$ cat config.mk
export PLATFORM = sky130hd
export DESIGN_NAME = wfl_ctrl
export DESIGN_NICKNAME = d
export VERILOG_FILES = /design/src/rtl/core/wfl_pkg.sv /design/src/rtl/core/wfl_ctrl.sv
export SDC_FILE = /design/constraint.sdc
export NUM_CORES = 1
export LEC_CHECK = 0
export ABC_AREA = 1
export CORE_AREA = 5 5 42 44
export DETAILED_ROUTE_END_ITERATION = 16
export DIE_AREA = 0 0 47 49
export DONT_BUFFER_PORTS = 1
export PLACE_DENSITY = 0.47
export REMOVE_ABC_BUFFERS = 1
export SLEW_MARGIN = 20
export SYNTH_ARGS = -nofsm -noshare
export SYNTH_HDL_FRONTEND = slang
export SYNTH_SLANG_ARGS = --single-unit
export TNS_END_PERCENT = 30
$ cat constraint.sdc
create_clock -name clk -period 2.7 [get_ports clk]
set_clock_uncertainty 0.15 [all_clocks]
set_input_delay 0.135 -clock clk [delete_from_list [all_inputs] [get_ports clk]]
set_output_delay 0.135 -clock clk [all_outputs]
set_load 0.005 [all_outputs]
$ cat src/rtl/core/wfl_pkg.sv
// ----------------------------------------------------------------------------
// wfl_pkg: shared types and constants for the wave flux limiter
// Limiter codes, register indexes, fixed-point constants, controller state and
// the command/status bundles between controller and datapath.
// ----------------------------------------------------------------------------
package wfl_pkg;

    localparam int WAVE_W  = 32;   // Q8.24 wave component
    localparam int PHI_W   = 32;   // Q16.16 limiter value
    localparam int ACC_W   = 64;   // Q16.48 dot/norm sums
    localparam int MODE_W  = 3;
    localparam int CFG_IDX_W  = 2;
    localparam int CFG_DATA_W = 3;

    // iterative divider: dividend bits, quotient bits (quotient known < 2^31)
    localparam int DIV_N_W = 80;
    localparam int DIV_Q_W = 31;
    localparam int DIV_CNT_W = 5;

    localparam logic signed [PHI_W-1:0] PHI_ONE = 32'sh0001_0000;
    localparam logic signed [PHI_W-1:0] R_MAX   = 32'sh7FFF_FFFF;
    localparam logic signed [PHI_W-1:0] R_MIN   = 32'sh8000_0000;

    // limiter codes
    localparam logic [MODE_W-1:0] MODE_NONE     = 3'd0;
    localparam logic [MODE_W-1:0] MODE_MINMOD   = 3'd1;
    localparam logic [MODE_W-1:0] MODE_SUPERBEE = 3'd2;
    localparam logic [MODE_W-1:0] MODE_VANLEER  = 3'd3;
    localparam logic [MODE_W-1:0] MODE_MC       = 3'd4;
    localparam logic [MODE_W-1:0] MODE_BEAMWARM = 3'd5;
    localparam logic [MODE_W-1:0] MODE_ZERO     = 3'd6;

    // configuration register indexes
    localparam logic [CFG_IDX_W-1:0] CFG_DEFAULT_MODE = 2'd0;
    localparam logic [CFG_IDX_W-1:0] CFG_USE_OVERRIDE = 2'd1;
    localparam logic [CFG_IDX_W-1:0] CFG_BOUNDARY_EN  = 2'd2;
    localparam logic [CFG_IDX_W-1:0] CFG_ZERO_AT_BND  = 2'd3;

    typedef enum logic [3:0] {
        ST_IDLE,
        ST_MUL,
        ST_ACC,
        ST_RATIO,
        ST_RDIV,
        ST_PHI,
        ST_VDIV,
        ST_SMUL,
        ST_SLOAD,
        ST_SWAIT,
        ST_COMMIT
    } wfl_state_t;

    typedef struct packed {
        logic capture;
        logic mul;
        logic acc;
        logic ratio_start;
        logic ratio_take;
        logic phi_eval;
        logic vl_take;
        logic scale_mul;
        logic out_load;
        logic out_next;
        logic commit;
    } wfl_cmd_t;

    typedef struct packed {
        logic edge_end;
        logic emit_on;
        logic need_rdiv;
        logic need_vdiv;
        logic div_done;
        logic out_taken;
        logic last_k;
    } wfl_status_t;

endpackage

$ cat src/rtl/core/wfl_ctrl.sv
// ----------------------------------------------------------------------------
// wfl_ctrl: limiter sequencer
// Steps one component through multiply/accumulate and, at an edge end, the
// ratio, limiter, per-component scaling (interior edge held) and buffer commit.
// ----------------------------------------------------------------------------
module wfl_ctrl
    import wfl_pkg::*;
(
    input  logic        clk,
    input  logic        rst_n,
    input  logic        in_valid,
    output logic        in_stall,
    input  wfl_status_t status,
    output wfl_cmd_t    cmd
);

    wfl_state_t state_reg, state_next;

    always_comb
    begin
        state_next = state_reg;
        unique case (state_reg)
            ST_IDLE:   if (in_valid) state_next = ST_MUL;
            ST_MUL:    state_next = ST_ACC;
            ST_ACC:
            begin
                if (!status.edge_end)
                    state_next = ST_IDLE;
                else if (status.emit_on)
                    state_next = ST_RATIO;
                else
                    state_next = ST_COMMIT;
            end
            ST_RATIO:  state_next = status.need_rdiv ? ST_RDIV : ST_PHI;
            ST_RDIV:   if (status.div_done) state_next = ST_PHI;
            ST_PHI:    state_next = status.need_vdiv ? ST_VDIV : ST_SMUL;
            ST_VDIV:   if (status.div_done) state_next = ST_SMUL;
            ST_SMUL:   state_next = ST_SLOAD;
            ST_SLOAD:  state_next = ST_SWAIT;
            ST_SWAIT:
            begin
                if (status.out_taken)
                    state_next = status.last_k ? ST_COMMIT : ST_SMUL;
            end
            ST_COMMIT: state_next = ST_IDLE;
            default:   state_next = ST_IDLE;
        endcase
    end

    always_comb
    begin
        cmd      = '0;
        in_stall = 1'b1;
        unique case (state_reg)
            ST_IDLE:
            begin
                in_stall    = 1'b0;
                cmd.capture = in_valid;
            end
            ST_MUL:    cmd.mul         = 1'b1;
            ST_ACC:    cmd.acc         = 1'b1;
            ST_RATIO:  cmd.ratio_start = 1'b1;
            ST_RDIV:   cmd.ratio_take  = status.div_done;
            ST_PHI:    cmd.phi_eval    = 1'b1;
            ST_VDIV:   cmd.vl_take     = status.div_done;
            ST_SMUL:   cmd.scale_mul   = 1'b1;
            ST_SLOAD:  cmd.out_load    = 1'b1;
            ST_SWAIT:  cmd.out_next    = status.out_taken && !status.last_k;
            ST_COMMIT: cmd.commit      = 1'b1;
            default:   cmd             = '0;
        endcase
    end

    always_ff @(posedge clk or negedge rst_n)
    begin
        if (!rst_n)
            state_reg <= ST_IDLE;
        else
            state_reg <= state_next;
    end

endmodule

==> Word-level counts from Yosys, hierarchy flattened <==
Index checks and enable logic that the tools add are counted.
{ "op_classes": {"eq_ne": 14, "mux": 22, "reduce_logical": 4} }
{ "op_table": {"columns": ["cell", "n"], "rows": [
  ["$pmux W4 S10", 1],
  ["$mux W4", 7],
  ["$eq A4 B3 Y1 const B", 4],
  ["$mux W1", 14],
  ["$eq A4 B4 Y1 const B", 3],
  ["$eq A4 B2 Y1 const B", 2],
  ["$ne A2 B2 Y1 const B", 4],
  ["$eq A4 B1 Y1 const B", 1],
  ["$logic_not A4 Y1", 1],
  ["$reduce_and A4 Y1", 1],
  ["$logic_and A1 B1 Y1", 1],
  ["$logic_not A1 Y1", 1]
]} }
{ "word_totals": {"register_bits": 4, "elab_cells": 41} }

==> Logic depth before layout (Yosys ltp) <==
Gate-level depths: netlist of run 1.
{ "logic_depth": {"depth_word": 3, "depth_mapped": 9, "depth_no_buf": 9} }

==> Worst setup path after synthesis of run 1 <==
OpenSTA, ideal clock, no wires.
{ "synth_path": {"path_type": "register to register", "from": "register state_reg[0]", "to": "register state_reg[0]", "arrival_time_ns": 1.002, "setup_slack_ns": 1.431, "stages_incl_launch_ff": 7, "path_buffers": 0, "period_less_slack_ns": 1.269, "path_cell_list": "dfrtp_1 nor2_1 nand2_1 o21ai_2 nor2_2 nand2_1 nand2_1"} }
{ "synth_between": {"elab_chain_cells": 3, "word_cells_on_any_way": 16} }
{ "synth_rtl": {"columns": ["item", "line", "source"], "rows": [
  ["from (decl)", "wfl_ctrl.sv:17", "wfl_state_t state_reg, state_next;"],
  ["from (signal assigned)", "wfl_ctrl.sv:79", "state_reg <= state_next;"],
  ["$eq A4 B3 Y1, or another cell as far along", "wfl_ctrl.sv:22", "unique case (state_reg)"],
  ["$ne A2 B2 Y1 (no line)", null, null],
  ["$reduce_and A4 Y1 (no line)", null, null]
]} }
Parallel ways exist; a longest one is shown, timed or not.
A chain may end at the register's enable or synchronous reset.

==> Worst setup path after layout of run 1 <==
{ "layout_path": {"from": "register state_reg[0]", "to": "register state_reg[3]"} }
Same word-level chain as after synthesis.

==> run_results.csv, run 1 <==
group,metric,value,unit
outcome,outcome,"complete, no violations",
global_routing,via_count_of_the_first_global_routing_pass,441,
critical_path,rrSetupSlack,730,ps
synth,synth_async_sr_flop_share,100,%
sta,fmax,509,MHz
floorplan,standard_cell_rows,14,
route,number_of_vias_in_the_routed_layout,472,
sta,report.final.setup_viol,0,
sta,finalMaxSlewViolations,0,
route,avgRoutedWirePerCell,11.2,um
critical_path,worst_setup_path_endpoint,"state_reg[3]",
clock_network,clock_insertion_delay_at_the_later_pin_of_the_skew_report,230,ps
clock_network,clk_transition_reported_paths,40,ps
clock_network,cts_buffers,3,
critical_path,data_arrival_critical_path,1920,ps
finish,largest_register_ffs,4,
synth,synth_edf_count,0,
clock_network,clock_tree.htree_level_count,1,
global_routing,antenna_found_initial,0,
sta,finalCriticalPeriod,1970,ps
floorplan,die_w,47,um
finish,layout.core_utilization,37.4,%
synth,synth.yosys.warnings,0,
place,dp_hpwl,999,um
synth,synth_area,422,um2
critical_path,cp-startpoint,"state_reg[0]",
global_routing,maximum_number_of_pins_on_one_net_before_global_route_repair,7,
critical_path,regToRegStartpoint,"state_reg[0]",
clock_network,postCtsResizedCells,0,
sta,report.final.hold_viol_count,0,
critical_path,cp_cell_sequence,"nor2_1 > nand2_1 > o21ai_2 > nor2_2 > nand2_1 > nand2_1 > dlygate4sd3_1",
critical_path,timing_worst_setup_path_type,"reg2reg",
clock_network,tritoncts,"yes",
global_routing,grt_overflow_total,0,
power,cellPowerDensity,1090,nW/um2
synth,yosys_most_used_dff,"dfrtp_1",
clock_network,clock_sinks,4,
global_routing,global_route.usage.total,10.9,%
critical_path,critPathMaxStageDelay,550,ps
critical_path,worst_r2r_path_depth,7,
sta,fraction_of_the_cycle_the_final_worst_path_needs,72.8,%
synth,synthMostInstantiatedCell,"nand2_1",
route,count_of_unresolved_drc_violations_after_routing,0,
critical_path,cpMostUsedCell,"nand2_1",
critical_path,worstPathMaxFanout,6,
sta,setup_repair_after_global_routing_missed_its_margin,"no",
critical_path,critical-path-slowest-cell,"dlygate4sd3_1",
floorplan,area_of_the_die,2300,um2
synth,yosysSeqAreaShare,23.7,%
route,route.final.wire_length,1140,um
route,drtPass1Iterations,4,
critical_path,setup.worst_path.start_class,"flip-flop",
finish,layout.filler_cells,168,
clock_network,clk_path_buf_depth,2,
synth,synth_commonest_cells,"20 x nand2_1, 15 x nor2_1, 13 x inv_1, 6 x nand3_1",
floorplan,boundaryPins,22,
hold_path,min-delay-path-class,"in2async",
finish,area_growth_syn_to_layout,24.3,%
route,postRouteAntennaNets,0,
place,buffer_ports.inserted,0,
power,static_power_due_to_leakage,0.297,nW
floorplan,design.core.area,1400,um2
sta,worst_pin_slew,299,ps
floorplan,dieHeight,49,um
synth,yosys-top-cells-area,"dfrtp_1 24%, nand2_1 18%, nor2_1 13%",
synth,netlist_cell_types,14,
global_routing,grt_first_pass_wirelength,1830,um
power,irDropWorstVdd,0.000376,V
sta,setup_tns,0,ps
critical_path,required_time_at_the_endpoint_of_the_critical_path,2660,ps
synth,synth_cells,76,
synth,syn-mean-instance-area,5.55,um2
finish,final_layout_size_suffix_gt1_share,16.5,%
critical_path,timing.critical_path.to_type,"flip-flop",
finish,fin_nets,97,
clock_network,clock_tree.root_cell,"clkbuf_4",
critical_path,worst_flop_to_flop_path_endpoint,"state_reg[3]",
route,vias_per_cell,4.67,
synth,yosys.area.top_type,"dfrtp_1",
synth,synth_top_cell_area_share,23.7,%
place,globalplace.congestion,0.800,
finish,antenna_cells_inserted,0,
floorplan,effective_utilization_at_floorplan,30.1,%
flow_run,maxCapViolations,0,
route,dr.first_iter.drc_count,15,
sta,max_slew_margin,79.9,%
synth,synth_seq_cells,4,
## metal layers
metal	GRT usage, %	wire length (um)
met2	17.9	594
met1	12.4	458
met5	0	0
met4	1.38	0
met3	5.90	83
## power by group
part | switching, mW | total [mW] | internal (mW)
Combinational | 0.233 | 0.364 | 0.132
Sequential | 0.0456 | 0.137 | 0.0912
Clock | 0.0226 | 0.0722 | 0.0496
Total | 0.301 | 0.573 | 0.272
## cells in the final DEF, fill, tap and decap left out
cell | synthesis | final
o21ai_2 | 1 | 1
nor2_4 | 1 | 1
o21ai_0 | 3 | 3
dfrtp_1 | 4 | 4
nor3_1 | 2 | 2
o21bai_1 | 1 | 1
nand2_1 | 20 | 20
inv_2 | 2 | 2
nand3b_1 | 1 | 1
inv_1 | 13 | 13
clkbuf_4 | 0 | 3
nor2_1 | 15 | 15
dlygate4sd3_1 | 0 | 6
nor2_2 | 3 | 3
nand3_1 | 6 | 6
nand2_2 | 4 | 4
## what timing repair did
item,4_1_cts,5_1_grt
hold buffers,6,0
setup buffers,0,0
endpoints found under the hold margin,8,0
## worst min path at each step
stage	start	end	slack, ps
floorplan	rst_n	state_reg[0]	-310
global placement	rst_n	state_reg[2]	-310
detailed placement	rst_n	state_reg[2]	-310
CTS	rst_n	state_reg[2]	20
global route	rst_n	state_reg[0]	40
finish	rst_n	state_reg[0]	30
## area by class of cell
class / count / area, um2 / share of cell area (%)
Timing Repair Buffer: 6 / 60.1 / 11.5
Tap cell: 16 / 20.0 / 3.82
Clock buffer: 3 / 22.5 / 4.30
Inverter: 15 / 56.3 / 10.7
Sequential cell: 4 / 100 / 19.1
Multi-Input combinational cell: 57 / 265 / 50.6
## through the flow
step / setup WS [ps] / power, mW / cell area (um2) / cells / hold WS, ps
after CTS: 737 / 0.580 / 524 / 101 / 22.1
final: 734 / 0.573 / 524 / 101 / 27.4
after global placement: 1210 / 0.483 / 442 / 92 / -310
after detailed placement: 1280 / 0.469 / 442 / 92 / -310
after floorplan: 1430 / 0.395 / 422 / 76 / -311
after global routing: 567 / 0.644 / 524 / 101 / 35.8
## logic make-up after synthesis
logic type	Yosys count	share of synthesized area, %
AND/OR/NAND/NOR	52	55.5
buffers and inverters	15	13.4
AO/OA/AOI/OAI	5	7.42
flip-flops	4	23.7
## critical path, delay by kind of cell, from the launching register on
| family | cells | cell delay [ps] |
|---|---|---|
| and+or+nand+nor | 5 | 510 |
| AOI/OAI and AO/OA | 1 | 180 |
| buffers and inverters | 1 | 550 |
| DFF | 1 | 450 |
No activity file was read; power rests on OpenSTA's default activity.
==> run 2: changes to the inputs <==
==> constraint.sdc (replaced) <==
create_clock -name clk -period 2 [get_ports clk]
set_clock_uncertainty 0.15 [all_clocks]
set_input_delay 0.1 -clock clk [delete_from_list [all_inputs] [get_ports clk]]
set_output_delay 0.1 -clock clk [all_outputs]
set_load 0.005 [all_outputs]
==> run 2 against run 1 <==
  * Clock power rose by 35%
  * Combinational power rose by 49%
  * Via count rose by 1.7%
  * Largest power group unchanged
==> run_results.csv, run 2 (synthesis gave the netlist of run 1 again) <==
group,metric,value,unit
critical_path,path_depth,9,
flow_run,maxCapViolations,0,
clock_network,clock_tree.htree_level_count,1,
clock_network,clock_tree.root_cell,"clkbuf_4",
floorplan,design.core.area,1400,um2
floorplan,boundaryPins,22,
critical_path,worstPathMaxFanout,6,
global_routing,maximum_number_of_pins_on_one_net_before_global_route_repair,7,
finish,layout.core_utilization,40.6,%
clock_network,clock_sinks,4,
floorplan,standard_cell_rows,14,
floorplan,effective_utilization_at_floorplan,30.1,%
critical_path,required_time_at_the_endpoint_of_the_critical_path,1960,ps
sta,fmax,525,MHz
route,avgRoutedWirePerCell,11.9,um
sta,setup_repair_after_global_routing_missed_its_margin,"no",
power,cellPowerDensity,1500,nW/um2
sta,max_slew_margin,80.5,%
global_routing,grt_first_pass_wirelength,1830,um
power,static_power_due_to_leakage,0.300,nW
clock_network,tritoncts,"yes",
route,route.final.wire_length,1220,um
route,number_of_vias_in_the_routed_layout,480,
global_routing,global_route.usage.total,10.9,%
sta,timing.hold.ws,78.7,ps
sta,finalCriticalPeriod,1900,ps
power,irDropWorstVdd,0.000568,V
finish,antenna_cells_inserted,0,
finish,stdcell_count,102,
critical_path,cp.buffers_inverters,2,
critical_path,worst_r2r_path_depth,9,
clock_network,cts_buffers,3,
place,dp.cells,92,
route,postRouteAntennaNets,0,
critical_path,setup.worst_path.start_class,"flip-flop",
clock_network,clk_path_buf_depth,2,
place,globalplace.congestion,0.800,
finish,fin_nets,98,
finish,area_growth_syn_to_layout,35.0,%
place,dp_hpwl,999,um
critical_path,cp_cell_sequence,"inv_2 > nand2_2 > nor2_4 > nand2_2 > o21ai_2 > nor2_2 > nand2_1 > nand2_1 > dlygate4sd3_1",
critical_path,critPathMaxStageDelay,550,ps
hold_path,hold_depth,5,
power,total_power,0.852,mW
critical_path,timing.critical_path.to_type,"flip-flop",
sta,finalMaxSlewViolations,0,
sta,fraction_of_the_cycle_the_final_worst_path_needs,95.2,%
sta,setup_tns,0,ps
critical_path,data_arrival_critical_path,1860,ps
critical_path,critical_path.top_delay_family,"buffers and inverters",
critical_path,critical-path-slowest-cell,"dlygate4sd3_1",
sta,report.final.setup_viol,0,
route,vias_per_cell,4.71,
global_routing,grt_overflow_total,0,
finish,largest_register_ffs,4,
finish,layout.cells.most_common,"nand2_1",
sta,report.final.hold_viol_count,0,
place,buffer_ports.inserted,0,
outcome,outcome,"complete, no violations",
hold_path,min-delay-path-class,"in2reg",
global_routing,antenna_found_initial,0,
clock_network,clock_insertion_delay_at_the_later_pin_of_the_skew_report,230,ps
floorplan,die_w,47,um
clock_network,postCtsSetupRepairBufs,0,
route,drtPass1Iterations,4,
floorplan,dieHeight,49,um
route,count_of_unresolved_drc_violations_after_routing,0,
critical_path,timing_worst_setup_path_type,"reg2reg",
route,dr.first_iter.drc_count,2,
finish,final_layout_size_suffix_gt1_share,29.1,%
finish,mostFrequentLayoutCells,"18 x nand2_1, 13 x inv_1, 11 x nor2_1",
sta,worst_pin_slew,290,ps
clock_network,clk_transition_reported_paths,40,ps
floorplan,area_of_the_die,2300,um2
global_routing,via_count_of_the_first_global_routing_pass,442,
## run 2: changes by cell type in the layout (fill, tap and decap cells not counted), sizes merged
| cell | delta |
|---|---|
| dlygate4sd3 | +1 |
## run 2: metrics by stage
step / setup slack, ps / area, um2
finish: 96.7 / 569
global route: 3.98 / 569
global placement: 509 / 442
CTS: 37.2 / 534
detailed placement: 580 / 442
floorplan: 731 / 422
## run 2: per-layer routing
layer / up-vias / track usage [%] / part of all wire, %
met5: - / 0 / 0
met4: 0 / 1.38 / 0
met3: 0 / 5.90 / 7.0
met2: 13 / 17.9 / 53
met1: 219 / 12.4 / 40
li1: 248 / - / -
## run 2: cell type report
class / instances / area [um2]
inverters: 15 / 56.3
flip-flops and latches: 4 / 105
multi-input cells: 57 / 295
repair buffers: 7 / 70.1
fillers: 170 / 832
well taps: 16 / 20.0
clock buffers: 3 / 22.5
## run 2: what timing repair did
action | 4_1_cts | 5_1_grt
gates resized for setup | 0 | 13
endpoints found under the setup margin | 0 | 2
hold buffers | 7 | 0
hold endpoints to repair | 8 | 0
## run 2: worst min-delay path, cell delays in order
cell      delay (ps)
inv_1             20
nand2_2           60
nand2_1           60
nor2_1           100
o21bai_1          70
## run 2: worst paths after layout
check | to | from | slack (ps)
hold / removal | state_reg[2] | status[0] | 80
min in group asynchronous | state_reg[0] | rst_n | 530
setup reg to reg | state_reg[3] | state_reg[1] | 100
hold reg to reg | state_reg[2] | state_reg[0] | 580
max in group asynchronous | state_reg[2] | rst_n | 980
setup / recovery | state_reg[3] | state_reg[1] | 100
## run 2: report_power, final
part,internal [mW],switching [mW]
sequential,0.131,0.0811
combinational,0.201,0.341
clock,0.0670,0.0307
